**config.mk**
```make
export PLATFORM = sky130hd
export DESIGN_NAME = audio_clip_pingpong_packetizer
export DESIGN_NICKNAME = d
export VERILOG_FILES = /design/src/rtl/acpp_pkg.sv /design/src/rtl/acpp_ctrl.sv /design/src/rtl/acpp_datapath.sv /design/src/rtl/audio_clip_pingpong_packetizer.sv
export SDC_FILE = /design/constraint.sdc
export NUM_CORES = 1
export LEC_CHECK = 0
export BUFFER_PORTS_ARGS = -buffer_cell sky130_fd_sc_hd__buf_2
export CAP_MARGIN = 0
export CELL_PAD_IN_SITES_DETAIL_PLACEMENT = 1
export CELL_PAD_IN_SITES_GLOBAL_PLACEMENT = 2
export CORE_MARGIN = 2
export CORE_UTILIZATION = 30
export DETAILED_ROUTE_END_ITERATION = 12
export PLACE_DENSITY_LB_ADDON = 0.1
export SETUP_SLACK_MARGIN = 0.4
export SLEW_MARGIN = 15
export SYNTH_ARGS = -nofsm -noshare
export SYNTH_HDL_FRONTEND = slang
export SYNTH_HIERARCHICAL = 1
export SYNTH_SLANG_ARGS = --single-unit
```
**constraint.sdc**
```tcl
create_clock -name clk -period 7.1 [get_ports clk]
set_clock_uncertainty 0.2 [all_clocks]
set_input_delay 1.42 -clock clk [delete_from_list [all_inputs] [get_ports clk]]
set_output_delay 1.42 -clock clk [all_outputs]
set_load 0.01 [all_outputs]
```
**src/rtl/acpp_pkg.sv**
```systemverilog
`timescale 1ns / 1ps
`default_nettype none

package acpp_pkg;

  localparam int PAYLOAD_SAMPLES = 32;
  localparam int HALF_SPAN       = 32;
  localparam int HALF_W          = $clog2(HALF_SPAN);
  localparam int ADDR_W          = HALF_W + 1;
  localparam int STORE_DEPTH     = 2 * HALF_SPAN;
  localparam int CNT_W           = $clog2(HALF_SPAN + 1);

  localparam logic [7:0] CLIP_RESET = 8'd160;
  localparam logic [7:0] MID_SCALE  = 8'd128;

  localparam logic KIND_SAMPLE = 1'b0;
  localparam logic KIND_TICK   = 1'b1;

  typedef enum logic {
    ST_IDLE,
    ST_DRAIN
  } state_t;

  typedef struct packed {
    logic take_sample;
    logic start_drain;
    logic issue_rd;
    logic move_byte;
    logic finish;
  } ctrl_cmd_t;

  typedef struct packed {
    logic out_free;
    logic mem_v;
    logic mem_last;
    logic rd_done;
    logic ready_other;
  } ctrl_sts_t;

  function automatic logic [7:0] clip_sample(input logic [7:0] s, input logic [7:0] level);
    logic [7:0] lo;
    logic [7:0] res;
    lo  = ~level;
    res = s;
    if ((s < lo) && (s < MID_SCALE)) begin
      res = lo;
    end else if ((s > level) && (s > MID_SCALE)) begin
      res = level;
    end
    return res;
  endfunction

endpackage

`default_nettype wire

```
**src/rtl/acpp_ctrl.sv**
```systemverilog
`timescale 1ns / 1ps
`default_nettype none

module acpp_ctrl (
  input  wire                     clk,
  input  wire                     rst_n,
  input  wire                     in_valid,
  input  wire                     in_kind,
  output logic                    in_stall,
  input  wire acpp_pkg::ctrl_sts_t sts,
  output acpp_pkg::ctrl_cmd_t     cmd,
  output acpp_pkg::state_t        state
);
  import acpp_pkg::*;

  state_t state_r;
  state_t state_nxt;
  logic   in_xfer;

  assign state = state_r;

  always_ff @(posedge clk) begin
    if (!rst_n) begin
      state_r <= ST_IDLE;
    end else begin
      state_r <= state_nxt;
    end
  end

  always_comb begin
    state_nxt = state_r;
    case (state_r)
      ST_IDLE: begin
        if (in_valid && sts.out_free && (in_kind == KIND_TICK) && sts.ready_other) begin
          state_nxt = ST_DRAIN;
        end
      end
      ST_DRAIN: begin
        if (sts.mem_v && sts.out_free && sts.mem_last) begin
          state_nxt = ST_IDLE;
        end
      end
      default: state_nxt = ST_IDLE;
    endcase
  end

  always_comb begin
    in_stall = 1'b1;
    in_xfer  = 1'b0;
    cmd      = '0;
    case (state_r)
      ST_IDLE: begin
        in_stall        = !sts.out_free;
        in_xfer         = in_valid && sts.out_free;
        cmd.take_sample = in_xfer && (in_kind == KIND_SAMPLE);
        cmd.start_drain = in_xfer && (in_kind == KIND_TICK) && sts.ready_other;
      end
      ST_DRAIN: begin
        cmd.move_byte = sts.mem_v && sts.out_free;
        // refill the read slot as it empties
        cmd.issue_rd  = !sts.rd_done && (!sts.mem_v || cmd.move_byte);
        cmd.finish    = cmd.move_byte && sts.mem_last;
      end
      default: begin
        in_stall = 1'b1;
      end
    endcase
  end

endmodule

`default_nettype wire

```
**src/rtl/acpp_datapath.sv**
```systemverilog
`timescale 1ns / 1ps
`default_nettype none

module acpp_datapath (
  input  wire                     clk,
  input  wire                     rst_n,
  input  wire  [7:0]              in_sample,
  input  wire                     cfg_wr_en,
  input  wire  [7:0]              cfg_wr_data,
  input  wire                     out_stall,
  output logic                    out_valid,
  output logic                    out_is_payload,
  output logic [7:0]              out_monitor_sample,
  output logic [7:0]              out_payload_byte,
  output logic                    out_payload_last,
  input  wire acpp_pkg::ctrl_cmd_t cmd,
  output acpp_pkg::ctrl_sts_t     sts,
  output logic [1:0]              half_ready
);
  import acpp_pkg::*;

  logic [7:0]        store_mem [STORE_DEPTH];

  logic [7:0]        clip_level_r;
  logic              active_half_r;
  logic [HALF_W-1:0] fill_count_r;
  logic [HALF_W-1:0] fill_count_nxt;
  logic [1:0]        half_ready_r;
  logic [1:0]        half_ready_nxt;
  logic [CNT_W-1:0]  rd_cnt_r;
  logic [7:0]        mem_q_r;
  logic              mem_last_r;
  logic              mem_v_r;
  logic              mem_v_nxt;
  logic              out_valid_r;
  logic              out_valid_nxt;
  logic              out_is_payload_r;
  logic [7:0]        out_monitor_r;
  logic [7:0]        out_byte_r;
  logic              out_last_r;
  logic [7:0]        clipped;
  logic              half_full;
  logic [ADDR_W-1:0] wr_addr;
  logic [ADDR_W-1:0] rd_addr;

  assign clipped   = clip_sample(in_sample, clip_level_r);
  assign half_full = ((HALF_W + 1)'(fill_count_r) + 1'b1) >= (HALF_W + 1)'(PAYLOAD_SAMPLES);
  assign wr_addr   = {active_half_r, fill_count_r};
  assign rd_addr   = {~active_half_r, rd_cnt_r[HALF_W-1:0]};

  assign sts.out_free    = !out_valid_r || !out_stall;
  assign sts.mem_v       = mem_v_r;
  assign sts.mem_last    = mem_last_r;
  assign sts.rd_done     = (rd_cnt_r == CNT_W'(PAYLOAD_SAMPLES));
  assign sts.ready_other = half_ready_r[~active_half_r];

  assign half_ready = half_ready_r;

  always_ff @(posedge clk) begin
    if (cmd.take_sample) begin
      store_mem[wr_addr] <= clipped;
    end
    if (cmd.issue_rd) begin
      mem_q_r    <= store_mem[rd_addr];
      mem_last_r <= (rd_cnt_r == CNT_W'(PAYLOAD_SAMPLES - 1));
    end
  end

  always_comb begin
    fill_count_nxt = fill_count_r;
    half_ready_nxt = half_ready_r;
    if (cmd.take_sample) begin
      if (half_full) begin
        fill_count_nxt = '0;
        half_ready_nxt[active_half_r] = 1'b1;
      end else begin
        fill_count_nxt = fill_count_r + 1'b1;
      end
    end
    // the drained half is the inactive one
    if (cmd.finish) begin
      half_ready_nxt[~active_half_r] = 1'b0;
    end
  end

  always_comb begin
    mem_v_nxt = mem_v_r;
    if (cmd.issue_rd) begin
      mem_v_nxt = 1'b1;
    end else if (cmd.move_byte) begin
      mem_v_nxt = 1'b0;
    end
  end

  always_comb begin
    out_valid_nxt = out_valid_r;
    if (cmd.take_sample || cmd.move_byte) begin
      out_valid_nxt = 1'b1;
    end else if (out_valid_r && !out_stall) begin
      out_valid_nxt = 1'b0;
    end
  end

  always_ff @(posedge clk) begin
    if (!rst_n) begin
      clip_level_r  <= CLIP_RESET;
      active_half_r <= 1'b0;
      fill_count_r  <= '0;
      half_ready_r  <= '0;
      rd_cnt_r      <= '0;
      mem_v_r       <= 1'b0;
      out_valid_r   <= 1'b0;
    end else begin
      if (cfg_wr_en) begin
        clip_level_r <= cfg_wr_data;
      end
      if (cmd.take_sample && half_full) begin
        active_half_r <= ~active_half_r;
      end
      fill_count_r <= fill_count_nxt;
      half_ready_r <= half_ready_nxt;
      if (cmd.start_drain) begin
        rd_cnt_r <= '0;
      end else if (cmd.issue_rd) begin
        rd_cnt_r <= rd_cnt_r + 1'b1;
      end
      mem_v_r     <= mem_v_nxt;
      out_valid_r <= out_valid_nxt;
    end
  end

  always_ff @(posedge clk) begin
    if (cmd.take_sample) begin
      out_is_payload_r <= 1'b0;
      out_monitor_r    <= clipped;
      out_byte_r       <= 8'd0;
      out_last_r       <= 1'b0;
    end else if (cmd.move_byte) begin
      out_is_payload_r <= 1'b1;
      out_monitor_r    <= 8'd0;
      out_byte_r       <= mem_q_r;
      out_last_r       <= mem_last_r;
    end
  end

  assign out_valid          = out_valid_r;
  assign out_is_payload     = out_is_payload_r;
  assign out_monitor_sample = out_monitor_r;
  assign out_payload_byte   = out_byte_r;
  assign out_payload_last   = out_last_r;

endmodule

`default_nettype wire

```
**src/rtl/audio_clip_pingpong_packetizer.sv**
```systemverilog
`timescale 1ns / 1ps
`default_nettype none
// Sample: monitor result registered, valid in the cycle after the transfer; one sample per
// cycle while the output is not stalled and no drain is running.
// Send tick with a ready half: the first payload byte passes the drain state, the read
// register and the output register, then one byte per cycle while the output is not
// stalled, through the single read port of the sample memory; input is held off while
// the drain runs. A tick with nothing ready is taken and dropped. Reset (rst_n low,
// synchronous): clip level 160, fill half 0, both halves empty.
module audio_clip_pingpong_packetizer (
  input  wire        clk,
  input  wire        rst_n,
  input  wire        in_valid,
  output logic       in_stall,
  input  wire        in_kind,
  input  wire  [7:0] in_sample,
  output logic       out_valid,
  input  wire        out_stall,
  output logic       out_is_payload,
  output logic [7:0] out_monitor_sample,
  output logic [7:0] out_payload_byte,
  output logic       out_payload_last,
  input  wire        cfg_wr_en,
  input  wire  [7:0] cfg_wr_data
);
  import acpp_pkg::*;

  ctrl_cmd_t  cmd;
  ctrl_sts_t  sts;
  state_t     state;
  logic [1:0] half_ready;

  acpp_ctrl u_ctrl (
    .clk      (clk),
    .rst_n    (rst_n),
    .in_valid (in_valid),
    .in_kind  (in_kind),
    .in_stall (in_stall),
    .sts      (sts),
    .cmd      (cmd),
    .state    (state)
  );

  acpp_datapath u_datapath (
    .clk                (clk),
    .rst_n              (rst_n),
    .in_sample          (in_sample),
    .cfg_wr_en          (cfg_wr_en),
    .cfg_wr_data        (cfg_wr_data),
    .out_stall          (out_stall),
    .out_valid          (out_valid),
    .out_is_payload     (out_is_payload),
    .out_monitor_sample (out_monitor_sample),
    .out_payload_byte   (out_payload_byte),
    .out_payload_last   (out_payload_last),
    .cmd                (cmd),
    .sts                (sts),
    .half_ready         (half_ready)
  );

  a_read_slot_only_in_drain: assert property (@(posedge clk) disable iff (!rst_n)
    sts.mem_v |-> (state == ST_DRAIN))
    else $error("read data pending outside a drain");

  a_finish_clears_ready: assert property (@(posedge clk) disable iff (!rst_n)
    cmd.finish |=> (((half_ready & ~$past(half_ready)) == 2'b00) && !sts.ready_other))
    else $error("drain finish did not update ready flags");

  a_drain_needs_ready: assert property (@(posedge clk) disable iff (!rst_n)
    cmd.start_drain |-> sts.ready_other)
    else $error("drain started on a half that is not ready");

  a_last_byte_idle: assert property (@(posedge clk) disable iff (!rst_n)
    (out_valid && out_is_payload && out_payload_last) |-> (state == ST_IDLE))
    else $error("last payload byte shown while the drain is still running");

endmodule

`default_nettype wire
```
==> reports/metrics.yaml, run 1 <==
route:
  drtPass1Iterations: 4
  routed_wire_length_per_instance_microns: 28.3
  detailroute.via_count: 11465
  vias_per_cell: 5.00
  routed_wl_microns: 64800
  drt_drc_violations_left: 0
  drtIter0Drc: 767
  postRouteAntennaNets: 0
placed_design:
  post_detailed_placement_half_perimeter_wirelength_microns: 40900
  place_congestion: 0.739
  place.port_buffers: 41
synth:
  mappedNetlistArea_sq_um: 22600
  count_of_flip_flops_with_a_built_in_enable_after_synthesis: 529
  area_share_of_xor_xnor_cells_in_the_synthesized_design_pct: 0.232
  sequential_share_of_the_synthesized_area_pct: 73.3
  synth_adder_area_share_pct: 1.05
  synth_compound_area_share_pct: 3.33
  syn-instance-count: 1193
  synthesis.nets: 1234
  largest_family_of_logic_cells_by_synthesized_area: "multiplexers"
  syn_area_per_cell_sq_um: 19.0
  count_of_unique_library_cells_instantiated_by_yosys: 60
  synthSimpleGateAreaFrac_pct: 4.55
  yosysWarnings: 6
  yosys-mux-area-fraction_pct: 15.5
  synth-async-reset-ratio_pct: 0
  main_flop_type_after_synthesis: "sky130_fd_sc_hd__edfxtp_1"
  seq_cells_post_synth: 564
floorplanning:
  num_rows: 100
  io_count: 42
  die_h_microns: 279
  initial_core_utilization_pct: 30.3
  die_w_microns: 279
  core_sq_um: 74600
  dieArea_sq_um: 77600
power_and_ir_drop:
  power_mw: 7.17
  worst_ir_drop_vdd_v: 0.000186
  p_leak_nw: 8.05
  power_per_cell_area_nw_per_um2: 275
global_route:
  grt_start_max_net_pins: 89
  groute.usage.overall_pct: 17.1
  grt_first_pass_wirelength_microns: 94100
  globalRouteOverflowTotal: 0
  first_global_vias: 12352
  antenna_found_initial: 1
layout:
  ratio_of_cells_with_drive_above_1_in_the_final_layout_pct: 24.8
  multi_input_comb_area_sq_um: 5720
  syn_to_final_growth_pct: 15.3
  mostFrequentLayoutCell: "sky130_fd_sc_hd__edfxtp_1"
  layout.area.seq_sq_um: 16600
  final_net_count: 1315
  final.fill_count: 7367
  leading_cell_types_in_the_layout_fill_and_taps_excluded: "529 x sky130_fd_sc_hd__edfxtp_1, 127 x sky130_fd_sc_hd__mux4_2, 96 x sky130_fd_sc_hd__nor2_1"
clock_tree:
  clk_transition_reported_paths_ns: 0.06
  h-tree-depth: 3
  cts_tree: "done"
  tritoncts.num_buffers: 67
  post_cts_hold_buffer_count: 0
  post_cts_resize_count: 0
  clock_sinks: 564
  cts.repair_timing.setup_buffer_count: 0
  clk-insertion-delay-late_ns: 0.61
  clockRootBuffer: "sky130_fd_sc_hd__clkbuf_16"
  clk_path_buf_depth: 3
min_path:
  hold_path.class: "flop to flop"
timing:
  rsz0062_at_grt: "no"
  hold_vio_cnt_final: 0
  fin_tns_setup_ns: 0
  finalCritPeriodShare_pct: 63.4
  fmax_mhz: 222
  maxSlewViolCount: 0
  timing.final.setup_violations: 0
  period_needed_ns: 4.50
  worstMarginPinSlew_ns: 1.16
  slew_headroom_pct: 22.5
setup_path:
  slowest_delay_ns: 0.86
  timing.setup.critical_path_class: "input port to flop"
  timing.critical_path.cells: "buf_2 > nand2_1 > nand3b_1 > nor2_2 > buf_4 > clkinv_1 > nor2_1 > nand3_1 > nor2_1"
  critical_path_required_ns: 7.13
  reg2reg_setup_slack_ns: 3.15
  worst_setup_path_end_kind: "flop"
  cp_slowest_cell: "sky130_fd_sc_hd__nor2_1"
  start_kind: "input port"
  worst-path-max-fanout: 22
  path_common_cell: "sky130_fd_sc_hd__nor2_1"
  cp.arrival_ns: 4.53
flow_run:
  drv_cap: 0
status:
  run_status: "complete, no violations"
## worst paths after layout
kind / startpoint / end / cells past startpoint
setup / recovery: out_stall / u_datapath/store_mem[54][3] / 9
hold / removal: u_datapath/out_is_payload / u_datapath/out_is_payload / 2
setup reg to reg: u_datapath/clip_level_r[5] / u_datapath/store_mem[42][2] / 10
hold reg to reg: u_datapath/out_is_payload / u_datapath/out_is_payload / 2
## through the flow
stage | instance area, sq um | setup slack [ns] | hold WS, ns | cells | utilization (%)
2_1_floorplan | 22600 | 1.68 | 0.257 | 1193 | -
3_3_place_gp | 24100 | 1.95 | 0.249 | 2174 | 32.3
3_5_place_dp | 24100 | 1.88 | 0.250 | 2174 | 32.3
4_1_cts | 26100 | 2.53 | 0.264 | 2292 | 35.0
5_1_grt | 26100 | 2.32 | 0.287 | 2292 | 35.0
6_report | 26100 | 2.60 | 0.255 | 2293 | 35.0
## flip-flops by register name, summed over array words and instances, names as in the netlist
signal / flops
u_datapath/mem_last_r: 1
u_datapath/mem_v_r: 1
u_datapath/half_ready: 2
u_datapath/clip_level_r: 8
u_datapath/out_payload_last: 1
u_datapath/out_monitor_sample: 8
u_datapath/rd_cnt_r: 6
u_datapath/out_valid: 1
u_datapath/mem_q_r: 8
u_datapath/store_mem: 512
u_datapath/fill_count_r: 5
u_datapath/out_payload_byte: 8
u_ctrl/state: 1
u_datapath/active_half_r: 1
u_datapath/out_is_payload: 1
## critical path, delay by kind of cell
family        cells  cell delay (ns)
buf+inv           3             0.78
simple gates      6             2.31
## power by group
part           internal [mW]  switching [mW]
registers               3.73         0.00916
logic                 0.0470           0.200
clock network           1.84            1.35
total                   5.61            1.56
## metal layers
layer  track usage (%)  vias up  wire length [microns]
met2              28.0      172                  31600
met1              23.9     6208                  30200
li1                  -     5010                      -
met3              2.60       75                   1890
met5                 0        -                      0
met4              3.97        0                   1120
## cell families (layout without fill, tap and decap cells)
family,count (synthesis),in the layout
muxes,190,190
AOI/OAI and AO/OA,107,107
and+or+nand+nor,226,226
adders and majority gates,19,19
DFF,564,564
other,0,1
buffers and inverters,81,211
xor gates and xnor gates,6,6
## layout make-up
class                           count  share of cell area, %
Sequential cell                   564                   63.6
Multi-Input combinational cell    548                   21.9
Clock buffer                       85                   6.77
Tap cell                          969                   4.65
Timing Repair Buffer               74                   1.83
Clock inverter                     33                  0.897
Inverter                           19                  0.273
Antenna cell                        1                0.00960
## cells in the mapped netlist, types with 4 or more instances
cell                       number  share of area, %
sky130_fd_sc_hd__o21ai_0       11              0.24
sky130_fd_sc_hd__nand2b_1       4              0.11
sky130_fd_sc_hd__nand3b_1       8              0.27
sky130_fd_sc_hd__mux2i_1       53               2.3
sky130_fd_sc_hd__mux2_2        10              0.50
sky130_fd_sc_hd__ha_1          19               1.1
sky130_fd_sc_hd__inv_1         15              0.25
sky130_fd_sc_hd__nand3_1       14              0.31
sky130_fd_sc_hd__xnor2_1        5              0.19
sky130_fd_sc_hd__o22ai_1       10              0.28
sky130_fd_sc_hd__o21a_1         4              0.13
sky130_fd_sc_hd__nor2b_1       15              0.41
sky130_fd_sc_hd__nor3_1         9              0.20
sky130_fd_sc_hd__nand4_1        5              0.14
sky130_fd_sc_hd__dfxtp_1       35               3.1
sky130_fd_sc_hd__clkbuf_1      15              0.25
sky130_fd_sc_hd__a31oi_1        7              0.19
sky130_fd_sc_hd__a211oi_1      11              0.37
sky130_fd_sc_hd__mux4_2       127                13
sky130_fd_sc_hd__buf_1          5             0.083
sky130_fd_sc_hd__buf_6          7              0.35
sky130_fd_sc_hd__nand2_1       52              0.86
sky130_fd_sc_hd__edfxtp_1     529                70
sky130_fd_sc_hd__nor4_1         5              0.14
sky130_fd_sc_hd__nor2_1        99               1.6
sky130_fd_sc_hd__buf_4         17              0.56
sky130_fd_sc_hd__a311oi_1       9              0.35
sky130_fd_sc_hd__o211ai_1       7              0.23
sky130_fd_sc_hd__buf_2         17              0.38
sky130_fd_sc_hd__a21oi_1       23              0.51
(Power assumes the default switching activity.)
==> inputs of run 2 (changes only) <==
clock period = 4.4 ns   (was 7.1 ns; I/O delays follow)
==> reports/metrics.yaml, run 2 (synthesized netlist as in run 1, its figures left out) <==
route:
  detailroute.via_count: 11703
  postRouteAntennaNets: 0
  drtPass1Iterations: 4
  routed_wire_length_per_instance_microns: 27.4
  vias_per_cell: 4.94
  routed_wl_microns: 65000
  drtIter0Drc: 828
  drt_drc_violations_left: 0
placed_design:
  place.port_buffers: 41
  place_congestion: 0.729
  dp.cells: 2246
  post_detailed_placement_half_perimeter_wirelength_microns: 40900
power_and_ir_drop:
  p_leak_nw: 8.55
  power_per_cell_area_nw_per_um2: 445
  internal-power_mw: 9.44
  worst_ir_drop_vdd_v: 0.000223
  clockPowerShare_pct: 46.2
  p_switching_mw: 2.55
  netSwitchingFraction_pct: 21.3
  combinationalPowerShare_pct: 3.6
  power.share.sequential_pct: 50.3
global_route:
  first_global_vias: 12581
  antenna_found_initial: 4
  grt_start_max_net_pins: 65
  grt_first_pass_wirelength_microns: 94300
  groute.usage.overall_pct: 17.0
  globalRouteOverflowTotal: 0
layout:
  ratio_of_cells_with_drive_above_1_in_the_final_layout_pct: 28.6
  largest_register_ff_count: 512
  post_layout_nonfiller_instances: 2369
  final_core_utilization_pct: 36.1
  leading_cell_types_in_the_layout_fill_and_taps_excluded: "529 x sky130_fd_sc_hd__edfxtp_1, 127 x sky130_fd_sc_hd__mux4_2, 98 x sky130_fd_sc_hd__nor2_1"
  syn_to_final_growth_pct: 19.1
  final_net_count: 1387
  num_antenna_cells: 0
  final.fill_count: 7295
  regMostFlops: "u_datapath/store_mem"
  mostFrequentLayoutCell: "sky130_fd_sc_hd__edfxtp_1"
timing:
  maxSlewViolCount: 0
  fmax_mhz: 280
  hold_vio_cnt_final: 0
  timing.final.setup_violations: 0
  period_needed_ns: 3.57
  worstMarginPinSlew_ns: 1.01
  finalCritPeriodShare_pct: 81.1
  rsz0062_at_grt: "no"
  slew_headroom_pct: 32.6
floorplanning:
  die_h_microns: 279
  io_count: 42
  num_rows: 100
  initial_core_utilization_pct: 30.3
  die_w_microns: 279
  dieArea_sq_um: 77600
  core_sq_um: 74600
setup_path:
  critical_path_required_ns: 4.65
  worst_setup_path_end_kind: "flop"
  timing.setup.critical_path_class: "flop to flop"
  start_kind: "flop"
  cp.arrival_ns: 3.82
  worst-path-max-fanout: 14
clock_tree:
  clock_sinks: 564
  h-tree-depth: 3
  clockRootBuffer: "sky130_fd_sc_hd__clkbuf_16"
  cts_tree: "done"
  post_cts_resize_count: 0
  post_cts_hold_buffer_count: 0
  clk_transition_reported_paths_ns: 0.06
  tritoncts.num_buffers: 67
  cts.repair_timing.setup_buffer_count: 0
  clk_path_buf_depth: 3
  clk-insertion-delay-late_ns: 0.60
flow_run:
  drv_cap: 0
min_path:
  hold_path.class: "flop to flop"
status:
  run_status: "complete, no violations"
run 2: layout make-up:
cell class	instances	area [sq um]	area share (%)
clock buffers	89	1810	6.73
repair buffers	146	1160	4.29
flip-flops and latches	564	16600	61.7
inverters	19	71.3	0.265
multi-input cells	548	5700	21.2
clock inverters	34	370	1.38
well taps	969	1210	4.50
run 2: worst max-delay path, cell delays in order, from the launching register on:
cell	delay (ns)
sky130_fd_sc_hd__dfxtp_1	0.76
sky130_fd_sc_hd__inv_1	0.49
sky130_fd_sc_hd__buf_12	0.31
sky130_fd_sc_hd__nor2_1	0.77
sky130_fd_sc_hd__a211oi_1	0.23
sky130_fd_sc_hd__o21ai_0	0.27
sky130_fd_sc_hd__o21ai_0	0.23
sky130_fd_sc_hd__nor2_1	0.13
run 2: final timing paths:
check / startpoint / end / slack [ns] / cells after the start
hold reg to reg: u_datapath/out_is_payload / u_datapath/out_is_payload / 0.28 / 2
setup reg to reg: u_datapath/rd_cnt_r[3] / u_datapath/mem_q_r[4] / 0.83 / 7
setup / recovery: u_datapath/rd_cnt_r[3] / u_datapath/mem_q_r[4] / 0.83 / 7
hold / removal: u_datapath/out_is_payload / u_datapath/out_is_payload / 0.28 / 2
run 2: power groups by stage:
| stage | clock (mW) | sequential, mW | combinational [mW] |
|---|---|---|---|
| after floorplan | 0 | 6.15 | 0.184 |
| after global placement | 0 | 6.14 | 0.435 |
| after detailed placement | 0 | 6.14 | 0.450 |
| after CTS | 5.71 | 6.03 | 0.447 |
| after global routing | 5.91 | 6.03 | 0.473 |
| final | 5.53 | 6.03 | 0.426 |
run 2: through the flow:
stage | cell area, sq um | setup WS [ns] | power, mW | hold WS [ns] | setup TNS [ns]
after global routing | 26900 | 0.661 | 12.4 | 0.304 | 0
after floorplan | 22600 | -0.301 | 6.34 | 0.257 | -38.50
after detailed placement | 24700 | 0.594 | 6.59 | 0.272 | 0
final | 26900 | 0.830 | 12.0 | 0.281 | 0
after CTS | 26900 | 0.866 | 12.2 | 0.280 | 0
after global placement | 24700 | 0.664 | 6.58 | 0.248 | 0
run 2: metal layers:
layer	wire length [microns]	share of wire [%]	track usage, %	vias up
met5	13	0.020	0	-
met2	30400	47	27.0	181
li1	-	-	-	5172
met3	2050	3.2	2.75	69
met4	1230	1.9	4.52	2
met1	31300	48	24.4	6279
==> inputs of run 3 (changes only) <==
clock period = 3.09 ns   (was 4.4 ns; I/O delays follow)
==> reports/metrics.yaml, run 3 (synthesized netlist as in run 1, its figures left out) <==
timing:
  rsz0062_at_grt: "yes"
  worstMarginPinSlew_ns: 0.691
  slew_headroom_pct: 53.9
  hold_vio_cnt_final: 0
  period_needed_ns: 2.71
  maxSlewViolCount: 0
  timing.final.setup_violations: 0
  holdWs_ns: 0.0470
  finalCritPeriodShare_pct: 87.6
  fmax_mhz: 369
layout:
  largest_register_ff_count: 512
  final.fill_count: 7270
  mostFrequentLayoutCell: "sky130_fd_sc_hd__edfxtp_1"
  final_net_count: 1530
  regMostFlops: "u_datapath/store_mem"
  num_antenna_cells: 0
  ratio_of_cells_with_drive_above_1_in_the_final_layout_pct: 39.3
  leading_cell_types_in_the_layout_fill_and_taps_excluded: "529 x sky130_fd_sc_hd__edfxtp_1, 142 x sky130_fd_sc_hd__buf_4, 127 x sky130_fd_sc_hd__mux4_2"
  syn_to_final_growth_pct: 30.1
route:
  drt_drc_violations_left: 0
  drtIter0Drc: 1017
  routed_wire_length_per_instance_microns: 29.2
  detailroute.via_count: 12727
  routed_wl_microns: 73500
  drtPass1Iterations: 5
  vias_per_cell: 5.07
  postRouteAntennaNets: 0
clock_tree:
  clk_path_buf_depth: 3
  cts_tree: "done"
  clock_sinks: 564
  h-tree-depth: 3
  clk_transition_reported_paths_ns: 0.06
  clk-insertion-delay-late_ns: 0.62
  tritoncts.num_buffers: 67
  clockRootBuffer: "sky130_fd_sc_hd__clkbuf_16"
setup_path:
  critical_path.reg2reg.endpoint: "u_datapath/mem_q_r[2]"
  critical_path_required_ns: 3.24
  capturing_instance_or_port_of_the_critical_path: "u_datapath/mem_q_r[2]"
  worst_r2r_path_depth: 7
  timing.setup.critical_path_class: "flop to flop"
  worst_setup_path_end_kind: "flop"
  reg2reg_from: "u_datapath/rd_cnt_r[0]"
  reg2reg_setup_slack_ns: 0.38
  cp.arrival_ns: 2.86
  crit_path_start: "u_datapath/rd_cnt_r[0]"
  worst-path-max-fanout: 8
  start_kind: "flop"
global_route:
  first_global_vias: 13221
  grt_first_pass_wirelength_microns: 99100
  antenna_found_initial: 5
  groute.usage.overall_pct: 18.2
  grt_start_max_net_pins: 65
  globalRouteOverflowTotal: 0
placed_design:
  place.port_buffers: 41
  post_detailed_placement_half_perimeter_wirelength_microns: 42800
  place_congestion: 0.749
floorplanning:
  io_count: 42
  die_w_microns: 279
  die_h_microns: 279
  initial_core_utilization_pct: 30.3
  num_rows: 100
  dieArea_sq_um: 77600
  core_sq_um: 74600
flow_run:
  drv_cap: 0
power_and_ir_drop:
  power_mw: 17.4
  power_per_cell_area_nw_per_um2: 590
  worst_ir_drop_vdd_v: 0.000332
  p_leak_nw: 9.64
status:
  run_status: "complete, no violations"
min_path:
  hold_path.class: "input port to flop"
-- run 3: routing by layer --
metal | up-vias | routed length, microns | global-route usage [%]
met4 | 0 | 1520 | 4.55
met3 | 90 | 2730 | 2.80
met2 | 243 | 35100 | 29.4
li1 | 5454 | - | -
met1 | 6940 | 34200 | 25.7
met5 | - | 0 | 0
-- run 3: metrics by stage --
stage | utilization [%] | instance area, sq um | TNS (ns) | std cells | worst slack, ns
2_1_floorplan | - | 22800 | 0 | 1193 | 0.0711
3_3_place_gp | 34.4 | 25700 | -59.22 | 2310 | -0.217
3_5_place_dp | 34.4 | 25700 | -67.88 | 2310 | -0.253
4_1_cts | 38.4 | 28600 | 0 | 2475 | 0.367
5_1_grt | 39.5 | 29400 | 0 | 2512 | 0.309
6_report | 39.5 | 29400 | 0 | 2512 | 0.382
-- run 3: repair_timing --
action	in CTS	in global routing
resized for setup	63	53
endpoints found under the hold margin	1	0
hold buffers	1	0
pin swaps	11	15
endpoints found under the setup margin	527	426
cloned	10	19
setup buffers	31	18
-- run 3: layout make-up --
class / count / area [sq um] / share of cell area (%)
clock inverters: 33 / 269 / 0.914
inverters: 19 / 71.3 / 0.242
well taps: 969 / 1210 / 4.12
multi-input cells: 548 / 6090 / 20.7
clock buffers: 90 / 1830 / 6.23
repair buffers: 289 / 3350 / 11.4
flip-flops and latches: 564 / 16600 / 56.4
-- run 3: critical path, stage by stage (launching register included) --
cell and delay [ns]:
sky130_fd_sc_hd__dfxtp_4 0.40, sky130_fd_sc_hd__buf_4 0.15, sky130_fd_sc_hd__clkbuf_16 0.15, sky130_fd_sc_hd__mux4_2 0.49, sky130_fd_sc_hd__mux2_2 0.30, sky130_fd_sc_hd__a21oi_1 0.34, sky130_fd_sc_hd__o32ai_2 0.22, sky130_fd_sc_hd__o311a_1 0.19
-- run 3: how the worst min path moves through the flow --
stage	from	to	slack [ns]	cells past startpoint
after detailed placement	u_datapath/out_is_payload	u_datapath/out_is_payload	0.26	2
after floorplan	u_datapath/mem_q_r[0]	u_datapath/out_payload_byte[0]	0.26	2
final	cfg_wr_data[5]	u_datapath/clip_level_r[5]	0.05	3
after CTS	cfg_wr_data[5]	u_datapath/clip_level_r[5]	0.007	3
after global routing	cfg_wr_data[5]	u_datapath/clip_level_r[5]	0.03	3
after global placement	u_datapath/out_is_payload	u_datapath/out_is_payload	0.24	2
-- run 3: where the power goes --
group	switching (mW)	internal (mW)	leakage [nW]
clock network	3.18	4.44	1.03
logic	0.669	0.512	3.58
registers	0.0139	8.56	5.03
total	3.86	13.5	9.64
